--- src/hw/rtl/bsm_pkg.sv ---
// shared types and constants for the bank switch mapper
`default_nettype none

package bsm_pkg;

  localparam int unsigned PRG_ADDR_BITS_DEF = 19;
  localparam int unsigned CHR_ADDR_BITS_DEF = 18;
  localparam int unsigned MADDR_W           = 19;
  localparam int unsigned CHR_REG_COUNT     = 6;
  localparam int unsigned PRG_REG_COUNT     = 2;
  localparam int unsigned CFG_DATA_W        = 6;
  localparam int unsigned CFG_INDEX_W       = 2;

  localparam logic [5:0] PRG_SIZE_RESET = 6'd32;
  localparam logic [7:0] PRG_BANK_MASK  = 8'h3F;

  localparam logic [CFG_INDEX_W-1:0] CFG_PRG_SIZE   = 2'd0;
  localparam logic [CFG_INDEX_W-1:0] CFG_QUAD_NT    = 2'd1;
  localparam logic [CFG_INDEX_W-1:0] CFG_INIT_HORIZ = 2'd2;

  localparam logic [1:0] MIRROR_VERTICAL   = 2'd0;
  localparam logic [1:0] MIRROR_HORIZONTAL = 2'd1;
  localparam logic [1:0] MIRROR_QUAD_NT    = 2'd2;

  typedef enum logic [2:0] {
    REQ_CPU_RD  = 3'd0,
    REQ_CPU_WR  = 3'd1,
    REQ_PPU_RD  = 3'd2,
    REQ_PPU_WR  = 3'd3,
    REQ_IRQ_CLK = 3'd4
  } req_t;

  typedef enum logic [2:0] {
    TGT_NONE    = 3'd0,
    TGT_PRG_ROM = 3'd1,
    TGT_PRG_RAM = 3'd2,
    TGT_CHR_ROM = 3'd3,
    TGT_NT_RAM  = 3'd4
  } target_t;

  typedef struct packed {
    logic [7:0]                    bank_select;
    logic [CHR_REG_COUNT-1:0][7:0] chr_bank;
    logic [PRG_REG_COUNT-1:0][5:0] prg_bank;
    logic [7:0]                    ram_protect;
    logic [5:0]                    prg_size;
    logic                          quad_nt;
  } banks_t;

  typedef struct packed {
    target_t              target;
    logic [MADDR_W-1:0]   maddr;
    logic                 store_en;
    logic [7:0]           store_data;
  } xlate_t;

endpackage

`default_nettype wire

--- src/hw/rtl/bsm_xlate.sv ---
// address translation of one bus request into target memory and offset
`default_nettype none

module bsm_xlate #(
  parameter int unsigned PRG_ADDR_BITS = bsm_pkg::PRG_ADDR_BITS_DEF,
  parameter int unsigned CHR_ADDR_BITS = bsm_pkg::CHR_ADDR_BITS_DEF
) (
  input  wire logic [2:0]     req_type,
  input  wire logic [15:0]    bus_address,
  input  wire logic [7:0]     write_data,
  input  wire bsm_pkg::banks_t banks,
  output bsm_pkg::xlate_t     result
);
  import bsm_pkg::*;

  localparam int unsigned  PRG_MASK_I = (1 << PRG_ADDR_BITS) - 1;
  localparam int unsigned  CHR_MASK_I = (1 << CHR_ADDR_BITS) - 1;
  localparam logic [19:0]  PRG_MASK   = 20'(PRG_MASK_I);
  localparam logic [17:0]  CHR_MASK   = 18'(CHR_MASK_I);

  logic [1:0]  slot;
  logic [6:0]  size8k;
  logic [6:0]  prg_bank;
  logic [19:0] prg_off;
  logic [12:0] chr_a;
  logic [7:0]  chr_reg;
  logic [17:0] chr_off;
  logic        ram_window;
  logic [13:0] pa;

  // prg windows, mode bit swaps $8000 and $C000
  always_comb begin
    slot   = bus_address[14:13];
    size8k = {banks.prg_size, 1'b0};
    if (banks.bank_select[6] && !slot[0]) begin
      slot[1] = ~slot[1];
    end
    unique case (slot)
      2'd0:    prg_bank = {1'b0, banks.prg_bank[0]};
      2'd1:    prg_bank = {1'b0, banks.prg_bank[1]};
      2'd2:    prg_bank = size8k - 7'd2;
      default: prg_bank = size8k - 7'd1;
    endcase
    prg_off = {prg_bank, bus_address[12:0]} & PRG_MASK;
  end

  // chr windows, mode bit swaps the 4KB halves
  always_comb begin
    chr_a = bus_address[12:0] ^ {banks.bank_select[7], 12'd0};
    if (!chr_a[12]) begin
      chr_reg = chr_a[11] ? banks.chr_bank[1] : banks.chr_bank[0];
      chr_off = {chr_reg[7:1], chr_a[10:0]};
    end else begin
      chr_reg = banks.chr_bank[3'(chr_a[11:10]) + 3'd2];
      chr_off = {chr_reg, chr_a[9:0]};
    end
    chr_off = chr_off & CHR_MASK;
  end

  always_comb begin
    ram_window = (bus_address[15:13] == 3'b011) && banks.ram_protect[7];
    pa         = bus_address[13:0];
    result     = '{target: TGT_NONE, maddr: '0, store_en: 1'b0, store_data: 8'd0};
    if (req_type == REQ_CPU_RD) begin
      if (bus_address[15]) begin
        result.target = TGT_PRG_ROM;
        result.maddr  = prg_off[MADDR_W-1:0];
      end else if (ram_window) begin
        result.target = TGT_PRG_RAM;
        result.maddr  = MADDR_W'(bus_address[12:0]);
      end
    end else if (req_type == REQ_CPU_WR) begin
      if (!bus_address[15] && ram_window && !banks.ram_protect[6]) begin
        result.target     = TGT_PRG_RAM;
        result.maddr      = MADDR_W'(bus_address[12:0]);
        result.store_en   = 1'b1;
        result.store_data = write_data;
      end
    end else if (req_type == REQ_PPU_RD || req_type == REQ_PPU_WR) begin
      if (!pa[13]) begin
        if (req_type == REQ_PPU_RD) begin
          result.target = TGT_CHR_ROM;
          result.maddr  = MADDR_W'(chr_off);
        end
      end else if (banks.quad_nt && pa[13:8] != 6'h3F) begin
        result.target = TGT_NT_RAM;
        result.maddr  = MADDR_W'(pa[11:0]);
        if (req_type == REQ_PPU_WR) begin
          result.store_en   = 1'b1;
          result.store_data = write_data;
        end
      end
    end
  end

endmodule

`default_nettype wire

--- src/hw/rtl/bank_switch_mapper_with_scanline_irq.sv ---
// top level of the bank switch mapper with scanline irq counter
`default_nettype none

// Bank switch mapper: takes one bus request (cpu read/write, ppu read/write or irq
// counter clock) per beat and returns one result beat carrying the target memory,
// the mapped byte offset, the ram store strobe and data, and the irq line and
// mirroring mode after the request. A request is accepted every cycle while in_stall is
// low, and its result appears in the single output register on the next cycle.
// in_stall is high only while a result waits in the output register and
// out_stall holds it. Config writes go on the cfg port while the block is idle.
module bank_switch_mapper_with_scanline_irq #(
  parameter int unsigned PRG_ADDR_BITS = bsm_pkg::PRG_ADDR_BITS_DEF,
  parameter int unsigned CHR_ADDR_BITS = bsm_pkg::CHR_ADDR_BITS_DEF
) (
  input  wire logic                           clk,
  input  wire logic                           rst_n,
  input  wire logic                           in_valid,
  output logic                                in_stall,
  input  wire logic [2:0]                     in_req_type,
  input  wire logic [15:0]                    in_bus_address,
  input  wire logic [7:0]                     in_write_data,
  output logic                                out_valid,
  input  wire logic                           out_stall,
  output logic [2:0]                          out_target,
  output logic [bsm_pkg::MADDR_W-1:0]         out_mapped_address,
  output logic                                out_store_enable,
  output logic [7:0]                          out_store_data,
  output logic                                out_irq_line,
  output logic [1:0]                          out_mirror_mode,
  input  wire logic                           cfg_we,
  input  wire logic [bsm_pkg::CFG_INDEX_W-1:0] cfg_index,
  input  wire logic [bsm_pkg::CFG_DATA_W-1:0]  cfg_wdata
);
  import bsm_pkg::*;

  logic        in_acc;
  logic        out_valid_r, out_valid_nxt;
  xlate_t      xl;
  xlate_t      res_r;
  logic        irq_line_r;
  logic [1:0]  mirror_r;

  logic [5:0]  prg_size_r;
  logic        quad_nt_r;

  logic [7:0]                    bank_select_r, bank_select_nxt;
  logic [CHR_REG_COUNT-1:0][7:0] chr_bank_r, chr_bank_nxt;
  logic [PRG_REG_COUNT-1:0][5:0] prg_bank_r, prg_bank_nxt;
  logic                          horiz_r, horiz_nxt;
  logic [7:0]                    ram_protect_r, ram_protect_nxt;
  logic [7:0]                    irq_latch_r, irq_latch_nxt;
  logic [7:0]                    irq_cnt_r, irq_cnt_nxt;
  logic                          irq_en_r, irq_en_nxt;
  logic                          irq_reload_r, irq_reload_nxt;
  logic                          irq_pend_r, irq_pend_nxt;

  banks_t      banks;
  logic        reg_wr;
  logic        irq_clk;
  logic        odd;
  logic [2:0]  bsel;

  assign in_acc   = in_valid && !in_stall;
  assign in_stall = out_valid_r && out_stall;
  assign out_valid_nxt = in_acc || (out_valid_r && out_stall);

  assign banks = '{bank_select: bank_select_r, chr_bank: chr_bank_r, prg_bank: prg_bank_r,
                   ram_protect: ram_protect_r, prg_size: prg_size_r,
                   quad_nt: quad_nt_r};

  bsm_xlate #(
    .PRG_ADDR_BITS(PRG_ADDR_BITS),
    .CHR_ADDR_BITS(CHR_ADDR_BITS)
  ) u_xlate (
    .req_type   (in_req_type),
    .bus_address(in_bus_address),
    .write_data (in_write_data),
    .banks      (banks),
    .result     (xl)
  );

  // register writes and irq counter
  always_comb begin
    reg_wr  = in_acc && in_req_type == REQ_CPU_WR && in_bus_address[15];
    irq_clk = in_acc && in_req_type == REQ_IRQ_CLK;
    odd     = in_bus_address[0];
    bsel    = bank_select_r[2:0];

    bank_select_nxt = bank_select_r;
    chr_bank_nxt    = chr_bank_r;
    prg_bank_nxt    = prg_bank_r;
    horiz_nxt       = horiz_r;
    ram_protect_nxt = ram_protect_r;
    irq_latch_nxt   = irq_latch_r;
    irq_cnt_nxt     = irq_cnt_r;
    irq_en_nxt      = irq_en_r;
    irq_reload_nxt  = irq_reload_r;
    irq_pend_nxt    = irq_pend_r;

    if (reg_wr) begin
      unique case (in_bus_address[14:13])
        2'd0: begin
          if (!odd) begin
            bank_select_nxt = in_write_data;
          end else if (32'(bsel) < CHR_REG_COUNT) begin
            chr_bank_nxt[bsel] = in_write_data;
          end else begin
            prg_bank_nxt[bsel[0]] = 6'(in_write_data & PRG_BANK_MASK);
          end
        end
        2'd1: begin
          if (!odd) horiz_nxt = in_write_data[0];
          else      ram_protect_nxt = in_write_data;
        end
        2'd2: begin
          if (!odd) begin
            irq_latch_nxt = in_write_data;
          end else begin
            irq_cnt_nxt    = 8'd0;
            irq_reload_nxt = 1'b1;
          end
        end
        default: begin
          if (!odd) begin
            irq_en_nxt   = 1'b0;
            irq_pend_nxt = 1'b0;
          end else begin
            irq_en_nxt = 1'b1;
          end
        end
      endcase
    end

    if (irq_clk) begin
      if (irq_cnt_r == 8'd0 || irq_reload_r) begin
        irq_cnt_nxt    = irq_latch_r;
        irq_reload_nxt = 1'b0;
      end else begin
        irq_cnt_nxt = irq_cnt_r - 8'd1;
      end
      if (irq_cnt_nxt == 8'd0 && irq_en_r) begin
        irq_pend_nxt = 1'b1;
      end
    end
  end

  always_ff @(posedge clk) begin
    if (!rst_n) begin
      prg_size_r    <= PRG_SIZE_RESET;
      quad_nt_r     <= 1'b0;
      bank_select_r <= '0;
      chr_bank_r    <= '0;
      prg_bank_r    <= '0;
      horiz_r       <= 1'b0;
      ram_protect_r <= '0;
      irq_latch_r   <= '0;
      irq_cnt_r     <= '0;
      irq_en_r      <= 1'b0;
      irq_reload_r  <= 1'b0;
      irq_pend_r    <= 1'b0;
      out_valid_r   <= 1'b0;
    end else begin
      if (cfg_we) begin
        unique case (cfg_index)
          CFG_PRG_SIZE: prg_size_r <= cfg_wdata;
          CFG_QUAD_NT:  quad_nt_r  <= cfg_wdata[0];
          default: begin
          end
        endcase
      end
      bank_select_r <= bank_select_nxt;
      chr_bank_r    <= chr_bank_nxt;
      prg_bank_r    <= prg_bank_nxt;
      horiz_r       <= horiz_nxt;
      ram_protect_r <= ram_protect_nxt;
      irq_latch_r   <= irq_latch_nxt;
      irq_cnt_r     <= irq_cnt_nxt;
      irq_en_r      <= irq_en_nxt;
      irq_reload_r  <= irq_reload_nxt;
      irq_pend_r    <= irq_pend_nxt;
      out_valid_r   <= out_valid_nxt;
    end
  end

  // result register
  always_ff @(posedge clk) begin
    if (in_acc) begin
      res_r      <= xl;
      irq_line_r <= irq_pend_nxt;
      mirror_r   <= quad_nt_r ? MIRROR_QUAD_NT :
                    (horiz_nxt ? MIRROR_HORIZONTAL : MIRROR_VERTICAL);
    end
  end

  assign out_valid          = out_valid_r;
  assign out_target         = res_r.target;
  assign out_mapped_address = res_r.maddr;
  assign out_store_enable   = res_r.store_en;
  assign out_store_data     = res_r.store_data;
  assign out_irq_line       = irq_line_r;
  assign out_mirror_mode    = mirror_r;

`ifndef SYNTHESIS
  a_store_target: assert property (@(posedge clk) disable iff (!rst_n)
    out_valid && out_store_enable |-> out_target == TGT_PRG_RAM || out_target == TGT_NT_RAM)
    else $error("store beat with non-ram target");

  a_none_zero_addr: assert property (@(posedge clk) disable iff (!rst_n)
    out_valid && out_target == TGT_NONE |-> out_mapped_address == '0 && !out_store_enable)
    else $error("no-target beat carries address or store");

  a_irq_disable: assert property (@(posedge clk) disable iff (!rst_n)
    in_acc && in_req_type == REQ_CPU_WR && in_bus_address[15:13] == 3'b111 &&
    !in_bus_address[0] |=> !out_irq_line)
    else $error("irq line high after disable write");

  a_stall_only_full: assert property (@(posedge clk) disable iff (!rst_n)
    in_stall |-> out_valid && $past(out_valid_nxt))
    else $error("input stalled with empty result register");
`endif

endmodule

`default_nettype wire
--- config.mk ---
export PLATFORM = sky130hd
export DESIGN_NAME = bank_switch_mapper_with_scanline_irq
export DESIGN_NICKNAME = d
export VERILOG_FILES = /design/src/hw/rtl/bsm_pkg.sv /design/src/hw/rtl/bsm_xlate.sv /design/src/hw/rtl/bank_switch_mapper_with_scanline_irq.sv
export SDC_FILE = /design/constraint.sdc
export NUM_CORES = 1
export LEC_CHECK = 0
export ABC_CLOCK_PERIOD_IN_PS = 2150
export BUFFER_PORTS_ARGS = -buffer_cell sky130_fd_sc_hd__buf_4
export CAP_MARGIN = 30
export CORE_MARGIN = 10
export CORE_UTILIZATION = 44
export DETAILED_ROUTE_END_ITERATION = 8
export PLACE_DENSITY_LB_ADDON = 0.08
export SYNTH_ARGS = -nofsm -noshare
export SYNTH_HDL_FRONTEND = slang
export SYNTH_SLANG_ARGS = --single-unit
--- constraint.sdc ---
create_clock -name clk -period 2.15 [get_ports clk]
set_input_delay 0.5375 -clock clk [delete_from_list [all_inputs] [get_ports clk]]
set_output_delay 0.5375 -clock clk [all_outputs]
set_load 0.02 [all_outputs]
==> results.cfg, run 1 <==
[cts]
clockBufferDepth = 2
cts_tree = yes
post-cts-setup-buffers = 0
htreeDepth = 4
numCtsBuffers = 17
root_buffer = clkbuf_16
clk_latency_ns = 0.42
clkSinkCount = 126
path_clk_slew_ns = 0.05

[global_route]
grt_pass1_wl_um = 23100
grtUsageTotal = 0.162
grt_pass1_vias = 4386
grt_overflow = 0
grt_max_degree = 49
antenna_found_initial = 0

[timing]
tns_ns = 0
rsz0062_at_grt = no
timing.final.crit_share = 0.926
worst_pin_slew_ns = 0.517
setup_viol = 0
timing.fmax_mhz = 502
layout_min_cycle_time_ns = 1.99
final.setup_skew_ns = 0.00656
report.final.slew_viol_count = 0
slew_headroom = 0.654
hold_violations = 0

[synthesis]
synth_edf_count = 34
synth_top_family_by_area = simple AND/OR/NAND/NOR gates
synthFlopType = dfxtp_1
yosysWarnings = 0
syn_inst = 569
yosys_register_bits = 126
yosys.area_share.simple = 0.205
synth_cell_types = 58
mappedNetlistArea_mm2 = 0.00589
synth-adder-area-share = 0.00637
synth-xor-area-share = 0.0104
yosysSeqAreaShare = 0.486
synthMuxAreaShare = 0.165
postSynth.asyncResetShare = 0
syn_nets = 612
synth-compound-area-share = 0.0970
syn_avg_cell_area_um2 = 10.4

[placed_design]
gp_congestion = 0.924
dp_cells = 824
portBuffers = 74
hpwlAfterDp_um = 10400

[drt]
wl_met2_um = 6820
wirelength_um = 14700
vias = 4473
dr.first_iter.drc_count = 231
wl_per_cell_um = 17.2
viasPerCell = 5.23
dr.max_layer_used = met4
dr.pass1.iters = 5
drc_errors = 0
wl_met1_um = 6710
ant_nets = 0
wl_met3_um = 886

[cells_and_area]
area_growth_pct = 28.1
layout-drive-gt1-share = 0.244
nFillCells = 1186
diodes = 0
multi_input_area_mm2 = 0.00287
stdcell_count = 856
seq_area_mm2 = 0.00286
nNetsFinal = 710

[worst_setup_path]
critPathMaxFanout = 14
startpoint_type = flop
required_ns = 2.49
worst_setup_path_end_kind = flop
criticalPathCategory = reg2reg
crit_arrival_ns = 2.33

[floorplanning]
ioPinCount = 76
die_h_um = 136
start_util = 0.447
design.core.area_mm2 = 0.0132
die_area_mm2 = 0.0184
die_w_um = 136
fp-row-count = 42

[min_path]
hold_path_class = in2reg

[power]
leakagePower_nw = 3.01
power-per-cell-area_mw_per_mm2 = 793
peakVddDrop_uv = 560

[outcome]
status = complete, no violations

[job]
drv_cap = 0
==> cell families (layout without fill, tap and decap cells) <==
group / count (synthesis) / count (layout)
buf+inv: 47 / 158
simple gates: 209 / 209
fa+ha+maj: 3 / 3
flops: 126 / 126
mux: 88 / 88
xor+xnor: 7 / 7
compound gates: 89 / 89
==> registers in the layout, summed over array words and instances, names as in the netlist <==
| signal | count |
|---|---|
| irq_en_r | 1 |
| irq_cnt_r | 8 |
| banks | 58 |
| out_mapped_address | 19 |
| out_mirror_mode | 2 |
| out_valid | 1 |
| prg_size_r | 5 |
| horiz_r | 1 |
| out_target | 3 |
| out_irq_line | 1 |
| irq_pend_r | 1 |
| irq_reload_r | 1 |
| ram_protect_r | 2 |
| bank_select_r | 5 |
| out_store_data | 8 |
| quad_nt_r | 1 |
| irq_latch_r | 8 |
| out_store_enable | 1 |
==> layer usage <==
| metal | up-vias | GRT usage |
|---|---|---|
| met3 | 26 | 0.0449 |
| met2 | 119 | 0.252 |
| met1 | 2118 | 0.203 |
| met4 | 0 | 0.0789 |
| met5 | - | 0 |
| li1 | 2210 | - |
==> stage by stage <==
stage | area, um2 | power [W] | hold slack, ns | utilization | setup WS [ns]
finish | 7540 | 0.00598 | 0.339 | 0.572 | 0.159
global route | 7540 | 0.00618 | 0.344 | 0.572 | 0.0152
CTS | 7530 | 0.00604 | 0.323 | 0.571 | 0.125
detailed placement | 6900 | 0.00301 | 0.487 | 0.523 | -0.160
global placement | 6900 | 0.00300 | 0.472 | 0.523 | -0.110
floorplan | 5890 | 0.00278 | 0.453 | - | 0.0204
==> power by group <==
group	total, W	internal, W	switching (W)
clock	0.00303	0.00200	0.00103
combinational	0.000453	0.000205	0.000248
sequential	0.00250	0.00248	0.0000175
==> final timing paths <==
path / startpoint / end / slack [ns] / cells past startpoint
max: out_valid / banks[22] / 0.16 / 7
min: in_valid / out_valid / 0.34 / 2
max reg2reg: out_valid / banks[22] / 0.16 / 7
min reg2reg: irq_cnt_r[1] / irq_cnt_r[1] / 0.49 / 2
==> critical path: stages (launching register included) <==
cell      delay [ns]
dfxtp_1         0.31
a21bo_2         0.25
or4_1           0.61
buf_4           0.24
nor2_1          0.14
buf_4           0.15
nand2_1         0.05
a21boi_0        0.15
==> final cells by class <==
type / count / share of cell area
inverter: 12 / 0.00597
clock buffer: 23 / 0.0668
multi-input combinational: 396 / 0.380
tap: 176 / 0.0292
timing repair buffer: 114 / 0.122
sequential: 126 / 0.379
clock inverter: 9 / 0.0171
==> placed cells by master (no fill, tap or decap), types with 4 or more instances in the layout <==
| master | instances |
|---|---|
| a21boi_0 | 14 |
| xor2_1 | 4 |
| o21ai_0 | 24 |
| edfxtp_1 | 34 |
| nor4_1 | 4 |
| dfxtp_1 | 92 |
| nor3_1 | 6 |
| clkbuf_16 | 19 |
| and2_1 | 20 |
| mux2i_1 | 80 |
| nor2b_1 | 77 |
| nand2_1 | 31 |
| inv_1 | 12 |
| mux4_2 | 7 |
| buf_4 | 109 |
| nor3b_1 | 4 |
| o22ai_1 | 4 |
| nand3_1 | 6 |
| buf_12 | 5 |
| a21oi_1 | 20 |
| nor2_1 | 33 |
==> Yosys cell counts, types with 3 or more instances <==
master / n / area, um2
nand2b_1: 3 / 18.8
or4_1: 3 / 22.5
xnor2_1: 3 / 26.3
o221ai_1: 3 / 26.3
dfxtp_1: 92 / 1840
o21ai_0: 24 / 120
a21oi_1: 20 / 100
clkbuf_1: 30 / 113
nor3b_1: 5 / 37.5
and2_1: 20 / 125
mux2i_1: 80 / 801
a22oi_1: 3 / 22.5
ha_1: 3 / 37.5
nor2_1: 33 / 124
nor4_1: 4 / 25.0
mux4_2: 7 / 158
inv_1: 12 / 45.0
xor2_1: 4 / 35.0
or3_1: 3 / 18.8
a31oi_1: 3 / 18.8
a21boi_0: 14 / 105
o22ai_1: 4 / 25.0
and3_1: 3 / 18.8
nand3_1: 6 / 30.0
buf_2: 4 / 20.0
nand2_1: 31 / 116
nor3_1: 6 / 30.0
edfxtp_1: 34 / 1020
nor2b_1: 77 / 482
==> what timing repair did <==
item,CTS,global route
hold buffers,0,0
resized for setup,0,2
endpoints found under the hold margin,0,0
setup endpoints to repair,0,2
Power figures use the tool's default switching activity.
==> run 2: changes to the inputs <==
--- a/config.mk
+++ b/config.mk
@@ -14,4 +14,5 @@
 export PLACE_DENSITY_LB_ADDON = 0.08
 export SYNTH_ARGS = -nofsm -noshare
 export SYNTH_HDL_FRONTEND = slang
+export SYNTH_HIERARCHICAL = 1
 export SYNTH_SLANG_ARGS = --single-unit
==> run 2 against run 1 <==
Compared with the run above:
- register-to-register slack worse by 0.07 ns
- via count rose by 5.4%
- largest cell class unchanged
- cell count grew 2.9%
- non-clock buffer count shrank 2
==> results.cfg, run 2 <==
[min_path]
hold_path_class = in2reg

[cts]
cts_hold_buffers = 0
numCtsBuffers = 17
root_buffer = clkbuf_16
htreeDepth = 4
post-cts-setup-buffers = 0
path_clk_slew_ns = 0.05
cts_tree = yes
clockBufferDepth = 2
clkSinkCount = 126
clk_latency_ns = 0.42

[global_route]
grt_max_degree = 62
grt_pass1_wl_um = 25000
grt_pass1_vias = 4657
grt_overflow = 0
grtUsageTotal = 0.159
antenna_found_initial = 0

[timing]
timing.final.crit_share = 0.957
slew_headroom = 0.662
hold_slack_ns = 0.338
worst_pin_slew_ns = 0.504
layout_min_cycle_time_ns = 2.06
report.final.slew_viol_count = 0
hold_violations = 0
final.setup_skew_ns = 0.0133
timing.fmax_mhz = 486
setup_viol = 0
rsz0062_at_grt = no

[cells_and_area]
area_growth_pct = 23.6
utilization = 0.555
nNetsFinal = 731
final_cell_mix = 107 x buf_4, 92 x dfxtp_1, 80 x mux2i_1
diodes = 0
final_area_mm2 = 0.00770
final_common_cell = buf_4
layout-drive-gt1-share = 0.240
largest_register_ffs = 58

[placed_design]
hpwlAfterDp_um = 11100
place_area_mm2 = 0.00714
portBuffers = 74
gp_congestion = 0.821

[drt]
wl_met1_um = 7460
dr.first_iter.drc_count = 289
drc_errors = 0
wl_met3_um = 714
vias = 4716
wl_per_cell_um = 17.8
viasPerCell = 5.35
dr.pass1.iters = 4
ant_nets = 0
dr.max_layer_used = met4
wirelength_um = 15700
wl_met2_um = 7240

[power]
peakVddDrop_uv = 381
leakagePower_nw = 3.09
power-per-cell-area_mw_per_mm2 = 726

[job]
drv_cap = 0

[worst_setup_path]
required_ns = 2.45
worst_setup_path_end_kind = flop
cp_cell_sequence = inv_1 > ha_1 > nor3b_4 > a21oi_4 > buf_4 > and2b_2 > o21ai_0 > a21boi_0
criticalPathCategory = reg2reg
slowest_delay_ns = 0.33
critPathMaxFanout = 10
cp_top_family = compound AO/OA/AOI/OAI gates
startpoint_type = flop
crit_arrival_ns = 2.36
crit_slowest_cell = dfxtp_1
critical_path_buf_inv_count = 2

[floorplanning]
die_w_um = 139
start_util = 0.449
design.core.area_mm2 = 0.0139
die_area_mm2 = 0.0193
fp-row-count = 43
die_h_um = 139
ioPinCount = 76

[synthesis]
syn_avg_cell_area_um2 = 10.3
yosysWarnings = 6
mappedNetlistArea_mm2 = 0.00623
syn_inst = 602
syn_nets = 645

[outcome]
status = complete, no violations
run 2: path summary, 6_finish.rpt:
path / from / to / slack, ns / cells after the start
max: irq_cnt_r[0] / irq_cnt_r[5] / 0.09 / 8
min: in_valid / out_valid / 0.34 / 2
max reg2reg: irq_cnt_r[0] / irq_cnt_r[5] / 0.09 / 8
min reg2reg: irq_pend_r / irq_pend_r / 0.48 / 2
run 2: cell type report:
class                   instances  area [um2]
clock buffers                  24         462
clock inverters                 8        67.6
fillers                      1259        6180
inverters                      12        50.0
multi-input cells             419        3130
flip-flops and latches        126        2860
well taps                     180         225
repair buffers                112         903
run 2: report_power, final:
part,internal (W),switching (W),leakage (nW)
clock network,0.00160,0.00100,0.262
registers,0.00248,0.0000153,1.08
logic,0.000211,0.000273,1.75
total,0.00430,0.00129,3.09
run 2: stage by stage:
stage / setup slack (ns) / instances / setup TNS [ns] / total power [W]
2_1_floorplan: 0.0450 / 602 / 0 / 0.00282
3_3_place_gp: -0.00929 / 849 / -0.00929 / 0.00303
3_5_place_dp: -0.134 / 849 / -0.140 / 0.00303
4_1_cts: 0.00355 / 881 / 0 / 0.00564
5_1_grt: 0.00308 / 881 / 0 / 0.00578
6_report: 0.0920 / 881 / 0 / 0.00559
run 2: layer usage:
layer | track usage | vias up
met5 | 0 | -
met2 | 0.246 | 116
met3 | 0.0370 | 25
li1 | - | 2320
met1 | 0.206 | 2255
met4 | 0.0719 | 0
run 2: timing repair:
action,CTS,global route
pin swaps,0,1
cloned,0,0
resized for setup,2,4
endpoints found under the setup margin,2,4
